[config.mk]
export PLATFORM = sky130hd
export DESIGN_NAME = cbs_tgen
export DESIGN_NICKNAME = d
export VERILOG_FILES = /design/src/design/cbs_pkg.sv /design/src/design/cbs_tgen.sv
export SDC_FILE = /design/constraint.sdc
export NUM_CORES = 1
export LEC_CHECK = 0
export BUFFER_PORTS_ARGS = -buffer_cell sky130_fd_sc_hd__buf_2
export CAP_MARGIN = 20
export CORE_MARGIN = 2
export CORE_UTILIZATION = 45
export CTS_CLUSTER_SIZE = 10
export DETAILED_ROUTE_END_ITERATION = 8
export PLACE_DENSITY_LB_ADDON = 0.15
export SLEW_MARGIN = 10
export SYNTH_ARGS = -nofsm -noshare
export SYNTH_HDL_FRONTEND = slang
export SYNTH_SLANG_ARGS = --single-unit
[constraint.sdc]
create_clock -name clk -period 7.3 [get_ports clk]
set_input_delay 1.095 -clock clk [delete_from_list [all_inputs] [get_ports clk]]
set_output_delay 1.095 -clock clk [all_outputs]
set_load 0.05 [all_outputs]
[src/design/cbs_pkg.sv]
`timescale 1ns / 1ps
// Shared constants, types and register indexes for the cubic Bezier sampler.
package cbs_pkg;

  // Run length and coordinate format.
  localparam int MAX_SAMPLES = 64;
  localparam int COORD_BITS  = 16;
  localparam int CNT_W       = 7;
  localparam int IDX_W       = $clog2(MAX_SAMPLES);

  // t is unsigned with T_FRAC fraction bits; one extra bit holds t = 1 exactly.
  localparam int T_FRAC  = 16;
  localparam int T_W     = T_FRAC + 1;
  localparam int T_ONE   = 2 ** T_FRAC;
  localparam int RND_HALF = 2 ** (T_FRAC - 1);

  // Restoring divider for the step 2^(T_FRAC+1) / (2 * (n - 1)).
  localparam int DIV_STEPS = T_FRAC + 2;
  localparam int DCNT_W    = $clog2(DIV_STEPS);

  // Coefficient, Horner accumulator and product widths.
  localparam int CF_W = COORD_BITS + 4;
  localparam int HW   = COORD_BITS + 6;
  localparam int PW   = HW + T_W + 1;

  localparam int CRD_MAX = 2 ** (COORD_BITS - 1) - 1;
  localparam int CRD_MIN = -(2 ** (COORD_BITS - 1));

  // Configuration register map.
  localparam int NUM_REGS  = 8;
  localparam int REG_IDX_W = 4;
  localparam int REG_SEL_W = $clog2(NUM_REGS);
  localparam logic [REG_SEL_W-1:0] REG_P0_X = REG_SEL_W'(0);
  localparam logic [REG_SEL_W-1:0] REG_P0_Y = REG_SEL_W'(1);
  localparam logic [REG_SEL_W-1:0] REG_P1_X = REG_SEL_W'(2);
  localparam logic [REG_SEL_W-1:0] REG_P1_Y = REG_SEL_W'(3);
  localparam logic [REG_SEL_W-1:0] REG_P2_X = REG_SEL_W'(4);
  localparam logic [REG_SEL_W-1:0] REG_P2_Y = REG_SEL_W'(5);
  localparam logic [REG_SEL_W-1:0] REG_P3_X = REG_SEL_W'(6);
  localparam logic [REG_SEL_W-1:0] REG_P3_Y = REG_SEL_W'(7);

  typedef logic signed [COORD_BITS-1:0] coord_t;
  typedef logic signed [CF_W-1:0]       coef_t;

  // Power-basis coefficients of one axis: ((a t + b) t + c) t + d.
  typedef struct packed {
    coef_t a;
    coef_t b;
    coef_t c;
    coef_t d;
  } poly_t;

  // One sample on its way into the evaluation pipeline.
  typedef struct packed {
    logic [T_W-1:0]   t;
    logic [IDX_W-1:0] idx;
    logic             last;
  } smp_t;

  // Sample sequencer states.
  typedef enum logic [1:0] {
    ST_IDLE,
    ST_DIV,
    ST_RUN
  } seq_st_t;

endpackage

[src/design/cbs_tgen.sv]
`timescale 1ns / 1ps
// Sample sequencer: divides out the t step of a run, then issues one t per cycle while adv is high.
module cbs_tgen (
  input  logic                      clk,
  input  logic                      rst,
  input  logic                      req_valid,
  output logic                      req_ready,
  input  logic [cbs_pkg::CNT_W-1:0] req_count,
  input  logic                      adv,
  output logic                      issue_valid,
  output cbs_pkg::smp_t             issue
);

  cbs_pkg::seq_st_t state;
  cbs_pkg::seq_st_t state_next;

  logic [cbs_pkg::IDX_W-1:0]     den;
  logic [cbs_pkg::IDX_W:0]       d2;
  logic [cbs_pkg::IDX_W:0]       rem;
  logic [cbs_pkg::DIV_STEPS-1:0] quo;
  logic [cbs_pkg::DCNT_W-1:0]    div_cnt;
  logic [cbs_pkg::T_W-1:0]       t;
  logic [cbs_pkg::IDX_W:0]       frac;
  logic [cbs_pkg::IDX_W-1:0]     idx;

  logic [cbs_pkg::CNT_W-1:0]   n_clamp;
  logic                        div_bit;
  logic [cbs_pkg::IDX_W+1:0]   rem_sh;
  logic                        div_ge;
  logic [cbs_pkg::IDX_W:0]     rem_new;
  logic [cbs_pkg::IDX_W+1:0]   frac_sum;
  logic                        frac_ge;
  logic [cbs_pkg::IDX_W:0]     frac_new;
  logic [cbs_pkg::T_W-1:0]     t_new;
  logic                        last_now;

  // Clamp the requested count into the supported range.
  always_comb begin
    n_clamp = req_count;
    if (req_count < cbs_pkg::CNT_W'(2)) begin
      n_clamp = cbs_pkg::CNT_W'(2);
    end else if (req_count > cbs_pkg::CNT_W'(cbs_pkg::MAX_SAMPLES)) begin
      n_clamp = cbs_pkg::CNT_W'(cbs_pkg::MAX_SAMPLES);
    end
  end

  // One restoring division step per cycle; the dividend is a single one bit.
  assign div_bit = (div_cnt == cbs_pkg::DCNT_W'(cbs_pkg::DIV_STEPS - 1));
  assign rem_sh  = {rem, div_bit};
  assign div_ge  = (rem_sh >= {1'b0, d2});
  assign rem_new = div_ge ? (cbs_pkg::IDX_W + 1)'(rem_sh - {1'b0, d2})
                          : rem_sh[cbs_pkg::IDX_W:0];

  // Walk t by quotient and remainder, carrying when the fraction wraps.
  assign frac_sum = {1'b0, frac} + {1'b0, rem};
  assign frac_ge  = (frac_sum >= {1'b0, d2});
  assign frac_new = frac_ge ? frac_sum[cbs_pkg::IDX_W:0] - d2 : frac_sum[cbs_pkg::IDX_W:0];
  assign t_new    = t + quo[cbs_pkg::T_W-1:0] + cbs_pkg::T_W'(frac_ge);
  assign last_now = (idx == den);

  assign issue = '{t: t, idx: idx, last: last_now};

  // State register.
  always_ff @(posedge clk) begin
    if (rst) begin
      state <= cbs_pkg::ST_IDLE;
    end else begin
      state <= state_next;
    end
  end

  // Next state and handshake outputs.
  always_comb begin
    state_next  = state;
    req_ready   = 1'b0;
    issue_valid = 1'b0;
    unique case (state)
      cbs_pkg::ST_IDLE: begin
        req_ready = !rst;
        if (req_valid) begin
          state_next = cbs_pkg::ST_DIV;
        end
      end
      cbs_pkg::ST_DIV: begin
        if (div_cnt == '0) begin
          state_next = cbs_pkg::ST_RUN;
        end
      end
      cbs_pkg::ST_RUN: begin
        issue_valid = 1'b1;
        if (adv && last_now) begin
          state_next = cbs_pkg::ST_IDLE;
        end
      end
      default: begin
        state_next = cbs_pkg::ST_IDLE;
      end
    endcase
  end

  // Divider and sample walk registers.
  always_ff @(posedge clk) begin
    if (state == cbs_pkg::ST_IDLE && req_valid) begin
      den     <= cbs_pkg::IDX_W'(n_clamp - cbs_pkg::CNT_W'(1));
      d2      <= {cbs_pkg::IDX_W'(n_clamp - cbs_pkg::CNT_W'(1)), 1'b0};
      rem     <= '0;
      quo     <= '0;
      div_cnt <= cbs_pkg::DCNT_W'(cbs_pkg::DIV_STEPS - 1);
    end else if (state == cbs_pkg::ST_DIV) begin
      rem     <= rem_new;
      quo     <= {quo[cbs_pkg::DIV_STEPS-2:0], div_ge};
      div_cnt <= div_cnt - cbs_pkg::DCNT_W'(1);
      if (div_cnt == '0) begin
        t    <= '0;
        frac <= {1'b0, den};
        idx  <= '0;
      end
    end else if (state == cbs_pkg::ST_RUN && adv) begin
      t    <= t_new;
      frac <= frac_new;
      idx  <= idx + cbs_pkg::IDX_W'(1);
    end
  end

  // The walk must land on t = 1 exactly at the last point.
  a_last_t_one: assert property (@(posedge clk) disable iff (rst)
    (issue_valid && issue.last) |-> (issue.t == cbs_pkg::T_W'(cbs_pkg::T_ONE)))
    else $error("last sample of a run does not have t = 1");

  // Every run starts at t = 0.
  a_first_t_zero: assert property (@(posedge clk) disable iff (rst)
    (issue_valid && issue.idx == '0) |-> (issue.t == '0))
    else $error("first sample of a run does not have t = 0");

  // The fractional accumulator stays below the divisor during a run.
  a_frac_range: assert property (@(posedge clk) disable iff (rst)
    (state == cbs_pkg::ST_RUN) |-> (frac < d2 && rem < d2))
    else $error("t walk remainder out of range");

endmodule

==> results.txt <==
----------------------------------------------------
[Synth]
  Post-synthesis instance total ... 468
  EDFF count, synth ... 36
  Total standard cell area after synthesis ... 4319 sq um
  Synth Area per Inst ... 9.229 sq um
  Number of synthesis warnings ... 0
  Netlist cell types ... 54
  Post-synth net total ... 522
  Share of synthesized flip-flops with an asynchronous set or reset ... 0%
  Top flip-flop cell by instance count after synthesis ... sky130_fd_sc_hd__edfxtp_1
  Number of synthesized register bits ... 67
  Fraction of the yosys area taken by sequential cells ... 39.40%

[Critical path]
  Critical path data required time ... 7.39 ns
  Category of the most critical setup path ... register to register
  Max Fanout on Critical Path ... 10
  Critical R2R Launch ... frac[0]$_DFFE_PP_
  Arrival time at the worst endpoint ... 5.02 ns
  Crit. End Element ... register
  Worst setup path start ... frac[0]$_DFFE_PP_
  Startpoint class of the critical path ... register

[Route]
  Final WL ... 9357 um
  Ratio of routed vias to standard cells ... 5.446
  Number of antenna-violating nets in the routed design ... 0
  Routed wire per std cell ... 14.64 um
  First drt pass iteration count ... 5
  Overall via count from detail_route ... 3480
  Met1 routed wirelength after detailed routing ... 4643 um
  Drt drc ... 0
  Detail Route met3 WL ... 560 um
  Highest metal layer used by the detailed router ... met4
  Met2 WL ... 3999 um
  Number of DRC markers after the initial detailed-route iteration ... 175

[Outcome]
  Result of the run ... complete, no violations

[Placement]
  Instance area after placement ... 4634 sq um
  Routability congestion estimate ... 0.8886
  Half-perimeter wire length of the detailed placement result ... 6637 um
  Buffers on Ports ... 36
  Worst setup slack after placement ... 2.460 ns

[Floorplanning]
  Effective utilization at floorplan ... 46.52%
  IO Count ... 37
  Area enclosed by the die boundary ... 10400 sq um
  Die Span Y ... 102.0 um
  Number of cell rows ... 35
  Die X ... 102.0 um
  Placeable Area ... 9284 sq um

[Pwr]
  Clock share of power ... 28.6%
  Tot Pwr ... 1155 uW
  Internal Dissipation ... 769.7 uW
  Fraction of power consumed by sequential logic ... 39.1%
  P_sw ... 385.5 uW
  Combinational share of power ... 32.3%
  Leakage Power ... 0.001970 uW
  Switching Share ... 33.37%
  Peak VDD IR ... 0.1079 mV
  Power Density ... 237.7 nW/um^2

[GRT]
  Antenna violations before repair ... 0
  Leftover overflow at the end of global routing ... 0
  First-pass GRT wire length ... 16180 um
  Vias in the first global route ... 3382
  Overall global routing resource usage ... 19.92%
  Pin count of the biggest net entering global routing ... 58

[STA]
  Accumulated negative setup slack ... 0 ns
  Max Transition Viols Final ... 0
  Setup violation total in the final timing report ... 0
  RSZ-0062 raised after global routing ... false
  Minimum clock period ... 4.928 ns
  Worst slew slack as a fraction of its limit ... 57.49%
  Final setup margin ... 2.372 ns
  Count of final hold-check violations ... 0
  Worst-Margin Slew ... 0.6377 ns
  Fmax achieved ... 202.9 MHz
  Post-route fraction of the period consumed by the critical path ... 67.51%
  Clock skew ... 0.01805 ns

[Clock network]
  CTS clk-pin slew, worst paths ... 0.08 ns
  Num Clock Sinks ... 67
  Number of buffers created by CTS ... 9
  Clock network latency to the later pin of the worst-skew pair ... 0.35 ns
  Maximum clock path buffer count ... 2
  TritonCTS clock tree ... built
  CTS resizes ... 0
  Number of buffers inserted by post-CTS setup repair ... 0
  Hold buffers post-CTS ... 0
  Root buf cell ... sky130_fd_sc_hd__clkbuf_8
  H-tree level count ... 3

[Cells and area]
  Layout overhead on the synthesized area ... 12.51%
  Leading cell types in the layout, fill and taps excluded ... 57 x sky130_fd_sc_hd__nand2_1, 46 x sky130_fd_sc_hd__a21oi_1, 39 x sky130_fd_sc_hd__nor2_1
  Most common library cell in the layout ignoring fill and taps ... sky130_fd_sc_hd__nand2_1
  Diodes inserted ... 0
  Share of cells above drive strength 1 ... 12.94%
  Net total in the final layout ... 559
  Total non-filler cell area in the finished layout ... 4860 sq um

[Min path]
  HP Class ... register to register
  Min-delay src ... quo[0]$_SDFFE_PP0P_

[Job]
  Maximum capacitance violations ... 0

----------------------------------------------------
==> stage by stage <==
| step | hold slack, ns | utilization [%] | instances |
|---|---|---|---|
| floorplan | 0.4319 | - | 468 |
| global placement | 0.4400 | 49.92 | 622 |
| detailed placement | 0.4477 | 49.92 | 622 |
| CTS | 0.4639 | 52.18 | 638 |
| global route | 0.4982 | 52.35 | 639 |
| finish | 0.4622 | 52.35 | 639 |
==> synth_stat cells (all sizes together) (3+ instances only) <==
cell	instances	area share (%)
o21a	10	1.7
or2	4	0.58
nand2b	7	1.0
xnor2	18	3.7
nor3b	3	0.52
clkbuf	7	0.61
ha	38	11
a21oi	46	5.3
nand2	57	5.0
xor2	12	2.4
mux2i	8	1.9
o211ai	3	0.52
a211oi	8	1.4
dfxtp	31	14
a21o	8	1.4
fa	5	2.3
nor3	15	1.7
nor2	39	3.4
buf	7	0.70
o31ai	3	0.52
and3	3	0.43
o21ai	24	2.9
inv	21	1.8
o31a	3	0.61
nand3	9	1.0
edfxtp	36	25
and2	3	0.43
nor2b	8	1.2
==> power groups by stage <==
stage | Clock [uW] | Sequential, uW | Combinational [uW]
after floorplan | 0 | 456 | 295
after global placement | 0 | 459 | 363
after detailed placement | 0 | 460 | 366
after CTS | 338 | 452 | 371
after global routing | 355 | 455 | 419
final | 330 | 452 | 373
==> path summary, 6_finish.rpt <==
check	end	slack, ns	depth (start not counted)
worst max-delay path	t[11]$_SDFFCE_PP0P_	2.37	18
worst min-delay path	quo[1]$_SDFFE_PP0P_	0.46	2
worst max register to register	t[11]$_SDFFCE_PP0P_	2.37	18
worst min register to register	quo[1]$_SDFFE_PP0P_	0.46	2
==> logic make-up (layout without fill, tap and decap cells) <==
family,after synthesis,in the layout,synth area share [%]
mux,10,10,2.375
simple gates,161,161,17.58
buf+inv,35,77,3.129
fa+ha+maj,43,43,13.33
compound gates,122,122,18.11
xor+xnor,30,30,6.083
flops,67,67,39.40
==> sequential cells by signal, summed over array words and instances (netlist names) <==
| name | cells |
|---|---|
| quo | 17 |
| t | 17 |
| frac | 7 |
| rem | 7 |
| d2 | 6 |
| idx | 6 |
| div_cnt | 5 |
| state | 2 |
==> critical path, stage by stage (launching register included) <==
cell and delay, ns:
sky130_fd_sc_hd__edfxtp_1 0.37, sky130_fd_sc_hd__ha_1 0.23, sky130_fd_sc_hd__fa_1 0.40, sky130_fd_sc_hd__a21oi_1 0.19, sky130_fd_sc_hd__nor2b_1 0.07, sky130_fd_sc_hd__nor2_1 0.11
sky130_fd_sc_hd__xnor2_1 0.15, sky130_fd_sc_hd__ha_1 0.31, sky130_fd_sc_hd__o21a_1 0.13, sky130_fd_sc_hd__o31a_1 0.13, sky130_fd_sc_hd__o31a_1 0.30, sky130_fd_sc_hd__a311oi_4 0.52
sky130_fd_sc_hd__fa_1 0.33, sky130_fd_sc_hd__nor2b_1 0.07, sky130_fd_sc_hd__o31ai_1 0.34, sky130_fd_sc_hd__a21oi_1 0.30, sky130_fd_sc_hd__a2111oi_0 0.50, sky130_fd_sc_hd__nor2_1 0.10
sky130_fd_sc_hd__mux2i_1 0.14
==> routing by layer <==
metal / vias up / global-route usage [%]
li1: 1763 / -
met1: 1615 / 29.13
met2: 88 / 29.86
met3: 14 / 3.283
met4: 0 / 7.179
met5: - / 0
==> final cells by class <==
cell class              instances  area [sq um]
multi-input cells             366          2490
clock buffers                  11         151.4
repair buffers                 40         217.7
inverters                      21         78.83
flip-flops and latches         67          1702
fillers                       878          4424
clock inverters                 5         58.81
well taps                     129         161.4
(Power assumes the default switching activity.)
